`src/design/aphd_pkg.sv`:
```
// aphd_pkg: shared types and constants of the averaged pid heater drive
// depends on nothing; imported by every module of the block

package aphd_pkg;

   // window depth default, handed down to the top level parameter
   localparam int unsigned WindowDefault = 8;

   // depth of the queue between front and back
   localparam int unsigned QueueDepth = 2;

   // field widths
   localparam int unsigned TempW   = 10;
   localparam int unsigned ErrW    = 11;
   localparam int unsigned DeltaW  = 12;
   localparam int unsigned GainW   = 16;
   localparam int unsigned RateW   = 8;
   localparam int unsigned DriveW  = 8;
   localparam int unsigned IntegW  = 16;

   // configuration port
   localparam int unsigned CsrAddrW = 5;
   localparam int unsigned CsrDataW = 32;

   // register indexes
   typedef enum logic [2:0] {
      RegKpGain     = 3'd0,
      RegKiGain     = 3'd1,
      RegKdGain     = 3'd2,
      RegTickPeriod = 3'd3,
      RegTickRate   = 3'd4,
      RegDriveLimit = 3'd5
   } aphd_reg_type;

   // register reset values
   localparam logic [GainW-1:0]  KpGainReset     = 16'd256;
   localparam logic [GainW-1:0]  KiGainReset     = 16'd0;
   localparam logic [GainW-1:0]  KdGainReset     = 16'd0;
   localparam logic [GainW-1:0]  TickPeriodReset = 16'd64;
   localparam logic [RateW-1:0]  TickRateReset   = 8'd4;
   localparam logic [DriveW-1:0] DriveLimitReset = 8'd255;

   // input item
   typedef struct packed {
      logic [TempW-1:0] sample_temp;
      logic [TempW-1:0] setpoint;
      logic             heat_enable;
   } aphd_req_type;

   // result item
   typedef struct packed {
      logic [DriveW-1:0] drive;
      logic [TempW-1:0]  average_temp;
      logic              clamped;
   } aphd_rsp_type;

   // configuration registers
   typedef struct packed {
      logic [GainW-1:0]  kp_gain;
      logic [GainW-1:0]  ki_gain;
      logic [GainW-1:0]  kd_gain;
      logic [GainW-1:0]  tick_period;
      logic [RateW-1:0]  tick_rate;
      logic [DriveW-1:0] drive_limit;
   } aphd_cfg_type;

   // work handed from front to back
   typedef struct packed {
      logic [TempW-1:0]         average_temp;
      logic signed [ErrW-1:0]   error;
      logic signed [DeltaW-1:0] error_delta;
      logic                     heat_enable;
   } aphd_task_type;

endpackage

```
`src/design/averaged_pid_heater_drive_top.sv`:
```
// averaged_pid_heater_drive_top: register port, front, queue and back of the heater pid
// depends on aphd_pkg, aphd_front, aphd_queue, aphd_back
//
//   channel   handshake              payload        item accepted when
//   input     push / full            req_data       push && !full
//   result    empty / pop            rsp_data       pop && !empty
//   config    psel penable pwrite    paddr pwdata   psel && penable && pwrite (pready high)
//
// the front does window read, total update and average multiply, one item at a time
// the back pops an item, runs five products through one shared multiplier, rounds them
// and writes the result register; it pops no new item until that write has been made
// a 2-item queue sits between front and back; the result register frees on pop
// reset is synchronous and needs no clearing pass; the window fills on the first item

module averaged_pid_heater_drive_top #(
   parameter int unsigned WINDOW = aphd_pkg::WindowDefault
) (
   input  logic                            clock,
   input  logic                            reset,
   input  logic                            push,
   output logic                            full,
   input  aphd_pkg::aphd_req_type          req_data,
   output logic                            empty,
   input  logic                            pop,
   output aphd_pkg::aphd_rsp_type          rsp_data,
   input  logic                            psel,
   input  logic                            penable,
   input  logic                            pwrite,
   input  logic [aphd_pkg::CsrAddrW-1:0]   paddr,
   input  logic [aphd_pkg::CsrDataW-1:0]   pwdata,
   output logic [aphd_pkg::CsrDataW-1:0]   prdata,
   output logic                            pready
);
   import aphd_pkg::*;

   aphd_cfg_type  cfg_ff;
   aphd_reg_type  reg_idx;
   logic          csr_write;
   logic          task_push, task_full, task_pop, task_empty;
   aphd_task_type front_task, back_task;

   // register access
   always_comb begin
      pready    = 1'b1;
      csr_write = psel && penable && pwrite;
      reg_idx   = aphd_reg_type'(paddr[CsrAddrW-1:2]);
      unique case (reg_idx)
         RegKpGain:     prdata = CsrDataW'(cfg_ff.kp_gain);
         RegKiGain:     prdata = CsrDataW'(cfg_ff.ki_gain);
         RegKdGain:     prdata = CsrDataW'(cfg_ff.kd_gain);
         RegTickPeriod: prdata = CsrDataW'(cfg_ff.tick_period);
         RegTickRate:   prdata = CsrDataW'(cfg_ff.tick_rate);
         RegDriveLimit: prdata = CsrDataW'(cfg_ff.drive_limit);
         default:       prdata = '0;
      endcase
   end

   // configuration registers
   always_ff @(posedge clock) begin
      if (reset) begin
         cfg_ff.kp_gain     <= KpGainReset;
         cfg_ff.ki_gain     <= KiGainReset;
         cfg_ff.kd_gain     <= KdGainReset;
         cfg_ff.tick_period <= TickPeriodReset;
         cfg_ff.tick_rate   <= TickRateReset;
         cfg_ff.drive_limit <= DriveLimitReset;
      end else if (csr_write) begin
         unique case (reg_idx)
            RegKpGain:     cfg_ff.kp_gain     <= pwdata[GainW-1:0];
            RegKiGain:     cfg_ff.ki_gain     <= pwdata[GainW-1:0];
            RegKdGain:     cfg_ff.kd_gain     <= pwdata[GainW-1:0];
            RegTickPeriod: cfg_ff.tick_period <= pwdata[GainW-1:0];
            RegTickRate:   cfg_ff.tick_rate   <= pwdata[RateW-1:0];
            RegDriveLimit: cfg_ff.drive_limit <= pwdata[DriveW-1:0];
            default: ;
         endcase
      end
   end

   // window and error terms
   aphd_front #(
      .WINDOW (WINDOW)
   ) u_front (
      .clock     (clock),
      .reset     (reset),
      .push      (push),
      .full      (full),
      .req_data  (req_data),
      .task_push (task_push),
      .task_full (task_full),
      .task_data (front_task)
   );

   // decoupling queue
   aphd_queue u_queue (
      .clock      (clock),
      .reset      (reset),
      .task_push  (task_push),
      .task_full  (task_full),
      .push_data  (front_task),
      .task_pop   (task_pop),
      .task_empty (task_empty),
      .pop_data   (back_task)
   );

   // pid law and result
   aphd_back u_back (
      .clock      (clock),
      .reset      (reset),
      .cfg        (cfg_ff),
      .task_empty (task_empty),
      .task_pop   (task_pop),
      .task_data  (back_task),
      .empty      (empty),
      .pop        (pop),
      .rsp_data   (rsp_data)
   );

endmodule

```
`src/design/aphd_front.sv`:
```
// aphd_front: sample window, running total, rounded average and error terms
// depends on aphd_pkg; feeds aphd_queue

module aphd_front #(
   parameter int unsigned WINDOW = aphd_pkg::WindowDefault
) (
   input  logic                   clock,
   input  logic                   reset,
   input  logic                   push,
   output logic                   full,
   input  aphd_pkg::aphd_req_type req_data,
   output logic                   task_push,
   input  logic                   task_full,
   output aphd_pkg::aphd_task_type task_data
);
   import aphd_pkg::*;

   localparam int unsigned SlotW  = (WINDOW > 1) ? $clog2(WINDOW) : 1;
   localparam int unsigned TotW   = TempW + $clog2(WINDOW);
   // reciprocal of the window, exact for every total below 2**TotW
   localparam int unsigned Shift  = TotW + $clog2(WINDOW);
   localparam int unsigned RecipW = Shift + 1;
   localparam int unsigned QuotW  = TotW + RecipW;
   localparam longint unsigned RecipVal = ((longint'(1) << Shift) + WINDOW - 1) / WINDOW;
   localparam logic [RecipW-1:0] Recip    = RecipW'(RecipVal);
   localparam logic [SlotW-1:0]  LastSlot = SlotW'(WINDOW - 1);
   localparam logic [TotW-1:0]   HalfWin  = TotW'(WINDOW / 2);
   localparam logic [TotW-1:0]   WinTot   = TotW'(WINDOW);

   typedef enum logic [1:0] {
      StIdle,
      StRead,
      StCalc
   } state_type;

   state_type               state_ff, state_in;
   aphd_req_type            item_ff;
   logic [SlotW-1:0]        slot_ff, slot_in;
   logic [TotW-1:0]         total_ff, total_in;
   logic                    primed_ff;
   logic                    wrapped_ff;
   logic [TempW-1:0]        first_ff;
   logic signed [ErrW-1:0]  last_err_ff;
   logic [TempW-1:0]        rd_ff;
   logic [TempW-1:0]        window_mem [WINDOW];

   logic [TempW-1:0]         old_sample;
   logic [TotW-1:0]          rounded;
   logic [QuotW-1:0]         quot;
   logic [TempW-1:0]         avg;
   logic signed [ErrW-1:0]   err;
   logic signed [DeltaW-1:0] delta;

   // window bookkeeping, average and error
   always_comb begin
      // slots not yet rewritten since the first sample still hold it
      old_sample = wrapped_ff ? rd_ff : first_ff;
      if (!primed_ff) begin
         total_in = TotW'(item_ff.sample_temp) * WinTot;
      end else begin
         total_in = total_ff - TotW'(old_sample) + TotW'(item_ff.sample_temp);
      end
      slot_in = (slot_ff == LastSlot) ? '0 : slot_ff + 1'b1;

      rounded = total_ff + HalfWin;
      quot    = QuotW'(rounded) * QuotW'(Recip);
      avg     = quot[Shift +: TempW];
      err     = $signed({1'b0, item_ff.setpoint}) - $signed({1'b0, avg});
      delta   = {err[ErrW-1], err} - {last_err_ff[ErrW-1], last_err_ff};

      task_data = '{average_temp: avg, error: err, error_delta: delta,
                    heat_enable: item_ff.heat_enable};
      task_push = (state_ff == StCalc) && !task_full;
      full      = (state_ff != StIdle);

      state_in = state_ff;
      unique case (state_ff)
         StIdle: if (push) state_in = StRead;
         StRead: state_in = StCalc;
         StCalc: if (!task_full) state_in = StIdle;
         default: state_in = StIdle;
      endcase
   end

   // state and window registers
   always_ff @(posedge clock) begin
      if (reset) begin
         state_ff    <= StIdle;
         slot_ff     <= '0;
         total_ff    <= '0;
         primed_ff   <= 1'b0;
         wrapped_ff  <= 1'b0;
         last_err_ff <= '0;
      end else begin
         state_ff <= state_in;
         unique case (state_ff)
            StIdle: begin
               if (push) item_ff <= req_data;
            end
            StRead: begin
               total_ff  <= total_in;
               slot_ff   <= slot_in;
               primed_ff <= 1'b1;
               if (!primed_ff) first_ff <= item_ff.sample_temp;
               if (slot_ff == LastSlot) wrapped_ff <= 1'b1;
            end
            StCalc: begin
               if (!task_full) last_err_ff <= err;
            end
            default: ;
         endcase
      end
   end

   // window memory, read while idle, written once the old sample is out
   always_ff @(posedge clock) begin
      if (state_ff == StIdle) rd_ff <= window_mem[slot_ff];
      if (state_ff == StRead) window_mem[slot_ff] <= item_ff.sample_temp;
   end

endmodule

```
`src/design/aphd_queue.sv`:
```
// aphd_queue: short fifo of work items between front and back
// depends on aphd_pkg

module aphd_queue (
   input  logic                    clock,
   input  logic                    reset,
   input  logic                    task_push,
   output logic                    task_full,
   input  aphd_pkg::aphd_task_type push_data,
   input  logic                    task_pop,
   output logic                    task_empty,
   output aphd_pkg::aphd_task_type pop_data
);
   import aphd_pkg::*;

   localparam int unsigned PtrW = (QueueDepth > 1) ? $clog2(QueueDepth) : 1;
   localparam int unsigned CntW = $clog2(QueueDepth + 1);
   localparam logic [PtrW-1:0] LastPtr = PtrW'(QueueDepth - 1);
   localparam logic [CntW-1:0] FullCnt = CntW'(QueueDepth);

   aphd_task_type   entry_ff [QueueDepth];
   logic [PtrW-1:0] wr_ptr_ff, rd_ptr_ff;
   logic [CntW-1:0] count_ff, count_in;
   logic            do_push, do_pop;

   // occupancy
   always_comb begin
      task_full  = (count_ff == FullCnt);
      task_empty = (count_ff == '0);
      do_push    = task_push && !task_full;
      do_pop     = task_pop && !task_empty;
      pop_data   = entry_ff[rd_ptr_ff];
      count_in   = count_ff;
      if (do_push && !do_pop) count_in = count_ff + 1'b1;
      if (do_pop && !do_push) count_in = count_ff - 1'b1;
   end

   // pointers and count
   always_ff @(posedge clock) begin
      if (reset) begin
         wr_ptr_ff <= '0;
         rd_ptr_ff <= '0;
         count_ff  <= '0;
      end else begin
         count_ff <= count_in;
         if (do_push) wr_ptr_ff <= (wr_ptr_ff == LastPtr) ? '0 : wr_ptr_ff + 1'b1;
         if (do_pop) rd_ptr_ff <= (rd_ptr_ff == LastPtr) ? '0 : rd_ptr_ff + 1'b1;
      end
   end

   // storage
   always_ff @(posedge clock) begin
      if (do_push) entry_ff[wr_ptr_ff] <= push_data;
   end

endmodule

```
`src/design/aphd_back.sv`:
```
// aphd_back: pid law on one shared multiplier, anti-windup and result register
// depends on aphd_pkg; fed by aphd_queue

module aphd_back (
   input  logic                    clock,
   input  logic                    reset,
   input  aphd_pkg::aphd_cfg_type  cfg,
   input  logic                    task_empty,
   output logic                    task_pop,
   input  aphd_pkg::aphd_task_type task_data,
   output logic                    empty,
   input  logic                    pop,
   output aphd_pkg::aphd_rsp_type  rsp_data
);
   import aphd_pkg::*;

   localparam int unsigned DerivW = DeltaW + RateW;
   localparam int unsigned OpBW   = GainW + 1;
   localparam int unsigned AccW   = 37;
   localparam int unsigned UW     = AccW - 8;
   localparam int unsigned StepW  = 20;
   localparam int unsigned SumW   = StepW + 1;

   typedef enum logic [2:0] {
      StIdle,
      StMulD,
      StMulP,
      StMulI,
      StMulK,
      StMulS,
      StRound,
      StDone
   } state_type;

   state_type                state_ff, state_in;
   aphd_task_type            task_ff;
   logic signed [AccW-1:0]   prod_ff;
   logic signed [AccW-1:0]   acc_ff;
   logic signed [DerivW-1:0] deriv_ff;
   logic signed [UW-1:0]     u_ff;
   logic signed [StepW-1:0]  step_ff;
   logic signed [IntegW-1:0] integ_ff;
   logic                     out_valid_ff, out_valid_in;
   aphd_rsp_type             rsp_ff;

   logic signed [DerivW-1:0] mul_a;
   logic signed [OpBW-1:0]   mul_b;
   logic signed [AccW-1:0]   mul_prod;
   logic signed [UW-1:0]     u_round;
   logic signed [UW-1:0]     step_round;
   logic signed [SumW-1:0]   next_sum;
   logic signed [IntegW-1:0] next_integ;
   logic signed [UW-1:0]     lim_ext;
   logic                     can_write;
   aphd_rsp_type             result;
   logic                     hold_integ;

   // q29.8 to integer, half away from zero
   function automatic logic signed [UW-1:0] round_q8(input logic signed [AccW-1:0] v);
      logic signed [AccW-1:0] s;
      s = v + (v[AccW-1] ? AccW'(127) : AccW'(128));
      return s[AccW-1:8];
   endfunction

   // operand select for the shared multiplier
   always_comb begin
      mul_a = '0;
      mul_b = '0;
      case (state_ff)
         StMulD: begin
            mul_a = DerivW'(task_ff.error_delta);
            mul_b = OpBW'(cfg.tick_rate);
         end
         StMulP: begin
            mul_a = DerivW'(task_ff.error);
            mul_b = OpBW'(cfg.kp_gain);
         end
         StMulI: begin
            mul_a = DerivW'(integ_ff);
            mul_b = OpBW'(cfg.ki_gain);
         end
         StMulK: begin
            mul_a = deriv_ff;
            mul_b = OpBW'(cfg.kd_gain);
         end
         StMulS: begin
            mul_a = DerivW'(task_ff.error);
            mul_b = OpBW'(cfg.tick_period);
         end
         default: ;
      endcase
      mul_prod = AccW'(mul_a) * AccW'(mul_b);
   end

   // rounding, clamp and anti-windup
   always_comb begin
      u_round    = round_q8(acc_ff);
      step_round = round_q8(prod_ff);
      next_sum   = SumW'(integ_ff) + SumW'(step_ff);
      if (next_sum > SumW'(32767)) begin
         next_integ = {1'b0, {(IntegW-1){1'b1}}};
      end else if (next_sum < -SumW'(32768)) begin
         next_integ = {1'b1, {(IntegW-1){1'b0}}};
      end else begin
         next_integ = next_sum[IntegW-1:0];
      end

      lim_ext    = UW'(cfg.drive_limit);
      hold_integ = 1'b1;
      result.average_temp = task_ff.average_temp;
      if (u_ff > lim_ext) begin
         result.drive   = cfg.drive_limit;
         result.clamped = 1'b1;
      end else if (u_ff < 0) begin
         result.drive   = '0;
         result.clamped = 1'b1;
      end else begin
         result.drive   = u_ff[DriveW-1:0];
         result.clamped = 1'b0;
         hold_integ     = 1'b0;
      end
      if (!task_ff.heat_enable) result.drive = '0;

      can_write = !out_valid_ff || pop;
      task_pop  = (state_ff == StIdle) && !task_empty;
      empty     = !out_valid_ff;
      rsp_data  = rsp_ff;

      // result register fills from the done state and frees on pop
      out_valid_in = out_valid_ff && !pop;
      if ((state_ff == StDone) && can_write) out_valid_in = 1'b1;

      state_in = state_ff;
      unique case (state_ff)
         StIdle:  if (!task_empty) state_in = StMulD;
         StMulD:  state_in = StMulP;
         StMulP:  state_in = StMulI;
         StMulI:  state_in = StMulK;
         StMulK:  state_in = StMulS;
         StMulS:  state_in = StRound;
         StRound: state_in = StDone;
         StDone:  if (can_write) state_in = StIdle;
         default: state_in = StIdle;
      endcase
   end

   // sequencer, datapath registers and result register
   always_ff @(posedge clock) begin
      if (reset) begin
         state_ff     <= StIdle;
         integ_ff     <= '0;
         out_valid_ff <= 1'b0;
      end else begin
         state_ff     <= state_in;
         out_valid_ff <= out_valid_in;
         unique case (state_ff)
            StIdle: begin
               if (!task_empty) task_ff <= task_data;
            end
            StMulD: begin
               prod_ff <= mul_prod;
            end
            StMulP: begin
               deriv_ff <= prod_ff[DerivW-1:0];
               prod_ff  <= mul_prod;
            end
            StMulI: begin
               acc_ff  <= prod_ff;
               prod_ff <= mul_prod;
            end
            StMulK: begin
               acc_ff  <= acc_ff + prod_ff;
               prod_ff <= mul_prod;
            end
            StMulS: begin
               acc_ff  <= acc_ff + prod_ff;
               prod_ff <= mul_prod;
            end
            StRound: begin
               u_ff    <= u_round;
               step_ff <= step_round[StepW-1:0];
            end
            StDone: begin
               if (can_write) begin
                  rsp_ff <= result;
                  if (!hold_integ) integ_ff <= next_integ;
               end
            end
            default: ;
         endcase
      end
   end

endmodule
```
`config.mk`:
```
export PLATFORM = sky130hd
export DESIGN_NAME = averaged_pid_heater_drive_top
export DESIGN_NICKNAME = d
export VERILOG_FILES = /design/src/design/aphd_pkg.sv /design/src/design/averaged_pid_heater_drive_top.sv /design/src/design/aphd_front.sv /design/src/design/aphd_queue.sv /design/src/design/aphd_back.sv
export SDC_FILE = /design/constraint.sdc
export NUM_CORES = 2
export LEC_CHECK = 0
export ABC_CLOCK_PERIOD_IN_PS = 13700
export CELL_PAD_IN_SITES_DETAIL_PLACEMENT = 2
export CELL_PAD_IN_SITES_GLOBAL_PLACEMENT = 2
export CORE_MARGIN = 4
export CORE_UTILIZATION = 48
export CTS_BUF_LIST = sky130_fd_sc_hd__clkbuf_4
export CTS_CLUSTER_SIZE = 14
export DETAILED_ROUTE_END_ITERATION = 7
export DONT_BUFFER_PORTS = 1
export GPL_ROUTABILITY_DRIVEN = 0
export PLACE_DENSITY_LB_ADDON = 0.3
export SYNTH_ARGS = -nofsm -noshare
export SYNTH_HDL_FRONTEND = slang
export SYNTH_SLANG_ARGS = --single-unit
```
`constraint.sdc`:
```
create_clock -name clock -period 13.7 [get_ports clock]
set_input_delay 3.425 -clock clock [delete_from_list [all_inputs] [get_ports clock]]
set_output_delay 3.425 -clock clock [all_outputs]
set_load 0.01 [all_outputs]
```
==> flow_summary.toml <==
[cells_and_area]
layout.nets = 4364
drive_gt1_share_pct = 10.9
syn_to_final_growth_pct = 7.95
fin_util_pct = 52.2

[setup_path]
r2r_start = "u_back.state_ff[0]"
startpoint = "u_back.state_ff[0]"
start_kind = "register"
cp-end-kind = "register"
worstPathRequired_ns = 14.42
cp_max_fo = 40
critical_path_class = "register to register"
arrival_ns = 12.33
reg2regPathDepth = 27

[synth]
async_flop_share_pct = 0
ys_seq_area_share_pct = 37.4
synth_top_area_share_pct = 30.3
synth_area_leaders = "edfxtp_1, fa_1, dfxtp_1"
synth_cell_types = 88
avgSynthCellArea_um2 = 10.3
yosys.cell_count.top_type = "inv_1"
synth_top_cell_by_area = "edfxtp_1"
synth_seq_cells = 520
ys.flop_type = "edfxtp_1"
yosysWarnings = 0
synth_edf_count = 385
synthCells = 3701
netlist_area_mm2 = 0.0382
netlist_top_cells_count = "inv_1, nand2_1, edfxtp_1, fa_1, nor2_1"

[detailed_routing]
avgRoutedWirePerCell_um = 35.8
wl_met3_mm = 13.0
via_per_inst = 6.59
routed.top_layer = "met5"
wl_met2_mm = 87.5
first_pass_iters = 6
ant_nets = 0
drt_iter0_markers = 3142
wl_met1_mm = 61.7
vias = 32400
drc_errors = 0
wirelength_mm = 176

[place]
hpwl_mm = 106
dp_slack_ns = 2.91
port_buffers = 0

[sta]
hold_viol = 0
finalMaxSlewViolations = 0
worst_pin_slew_ns = 1.37
slew_headroom_pct = 7.58
fin_hold_ws_ns = 0.425
rsz0062_at_grt = "no"
setup_viol_count_final = 0
period_share_pct = 84.7
fin_skew_ns = 0.0965
max_freq_ghz = 0.0862
finalSetupTns_ns = 0
layout_setup_ws_ns = 2.09
period_minus_slack_ns = 11.61

[min_path]
hp-class = "register to register"
min_from = "u_back.result[7]"
hold_path_depth = 0

[power]
p_leak_nw = 17.1
irDropWorstVdd_uv = 91.6
power_density_mw_per_mm2 = 111

[clocking]
cts_tree = "done"
cts_inserted_buffers = 139
clk_latency_ns = 1.07
postCtsHoldBufs = 0
clock_path_buffers = 3
cts_resized = 0
ctsHtreeMaxLevel = 4
cts.sinks = 520
clk_pin_slew_ns = 0.08
cts_setup_buffers = 0
cts_root_buf = "clkbuf_4"

[die]
io_pins = 119
initial_core_util_pct = 48.4
fp.dieH_um = 290
rows = 103
die_w_um = 290
core_mm2 = 0.0789
dieArea_mm2 = 0.0841

[grt]
antenna_found_initial = 9
grt_max_degree = 118
track_usage_pct = 41.2
globalRoute.totalOverflow = 0
grt_pass1_wl_mm = 260
first_global_vias = 37600

[outcome]
outcome = "completed"

[job]
cap_violations = 0
[state kept, by name (all words and copies together), names as in the netlist, 2 cells and up]
register / count
cfg_ff: 80
u_front.window_mem: 80
u_queue.entry_ff: 68
u_back.acc_ff: 37
u_back.prod_ff: 37
u_back.u_ff: 29
u_back.task_ff: 24
u_back.deriv_ff: 20
u_back.step_ff: 20
u_front.item_ff: 20
u_back.rsp_data: 19
u_back.integ_ff: 16
u_front.total_ff: 13
u_front.last_err_ff: 11
u_back.result: 10
u_front.first_ff: 10
u_front.rd_ff: 10
u_back.state_ff: 3
u_front.slot_ff: 3
u_front.state_ff: 2
u_queue.count_ff: 2
[cell type report]
class | instances | area, µm²
antenna | 16 | 40.0
clock buffer | 200 | 1500
clock inverter | 49 | 284
fill | 8000 | 37700
inverter | 532 | 2000
multi-input combinational | 2512 | 21400
sequential | 520 | 14300
tap | 1050 | 1310
timing repair buffer | 46 | 345
[kinds of logic after synthesis]
kind of cell | count (synthesis) | share of synthesized area, %
compound gates | 590 | 10.1
fa+ha+maj | 548 | 24.6
mux | 184 | 5.46
flops | 520 | 37.4
xor+xnor | 161 | 3.70
other cells | 2 | 0.0197
simple gates | 1012 | 11.8
buf+inv | 684 | 6.97
[placed cells by master (no fill, tap or decap), types with 9 or more instances in the layout]
| master | count |
|---|---|
| a211oi_1 | 30 |
| a21o_1 | 43 |
| a21oi_1 | 203 |
| a21oi_2 | 12 |
| a221oi_1 | 14 |
| a31oi_1 | 9 |
| and2_1 | 31 |
| and3_1 | 24 |
| buf_4 | 46 |
| clkbuf_4 | 200 |
| clkinv_1 | 33 |
| conb_1 | 17 |
| dfxtp_1 | 134 |
| diode_2 | 16 |
| edfxtp_1 | 385 |
| fa_1 | 335 |
| ha_1 | 212 |
| inv_1 | 531 |
| mux2_2 | 74 |
| mux2i_1 | 98 |
| mux4_2 | 12 |
| nand2_1 | 408 |
| nand2b_1 | 26 |
| nand3_1 | 51 |
| nand4_1 | 18 |
| nor2_1 | 321 |
| nor2b_1 | 40 |
| nor3_1 | 26 |
| o211ai_1 | 14 |
| o21a_1 | 26 |
| o21ai_0 | 81 |
| o21bai_1 | 11 |
| o22a_1 | 13 |
| o22ai_1 | 36 |
| or2_2 | 12 |
| xnor2_1 | 119 |
| xor2_1 | 42 |
[layer usage]
metal  global-route usage, %  vias up
met3                    8.77      896
li1                        -    12600
met4                    28.4        8
met2                    70.7     2095
met1                    45.9    16800
met5                       0        -
[final timing paths]
path | end | slack [ns]
setup / recovery | u_back.prod_ff[36] | 2.09
hold / removal | u_back.rsp_data[7] | 0.43
setup reg to reg | u_back.prod_ff[36] | 2.09
hold reg to reg | u_back.rsp_data[7] | 0.43
[per-stage QoR]
| step | std cells | instance area (µm²) | total power, mW |
|---|---|---|---|
| 2_1_floorplan | 3716 | 38200 | 2.49 |
| 6_report | 4925 | 41200 | 4.57 |
| 5_1_grt | 4915 | 41200 | 4.67 |
| 3_5_place_dp | 4660 | 39400 | 2.89 |
| 3_3_place_gp | 4660 | 39400 | 2.78 |
| 4_1_cts | 4909 | 41100 | 4.51 |
[critical path, cell delays in order (launching register included)]
cell,delay [ns]
dfxtp_4,0.84
buf_4,0.63
nor2_1,0.42
nand2_1,0.23
a21oi_1,0.10
a41o_1,0.41
a311oi_2,1.19
nor2_1,0.27
fa_1,0.64
inv_1,0.06
fa_1,0.47
fa_1,0.59
inv_1,0.10
fa_1,0.49
fa_1,0.58
inv_1,0.07
fa_1,0.61
inv_1,0.11
ha_1,0.42
a21oi_1,0.23
o211ai_1,0.23
a222oi_1,0.78
a31oi_1,0.35
a41o_1,0.36
or4_1,0.45
a31o_1,0.26
a31oi_1,0.22
xnor2_1,0.12
[report_power, final]
part           switching (mW)  internal, mW  total (mW)  leakage (nW)
clock                   0.850         0.717        1.57          1.05
sequential              0.117          1.80        1.92          4.60
combinational           0.761         0.326        1.09          11.4
No activity file was read; power rests on OpenSTA's default activity.
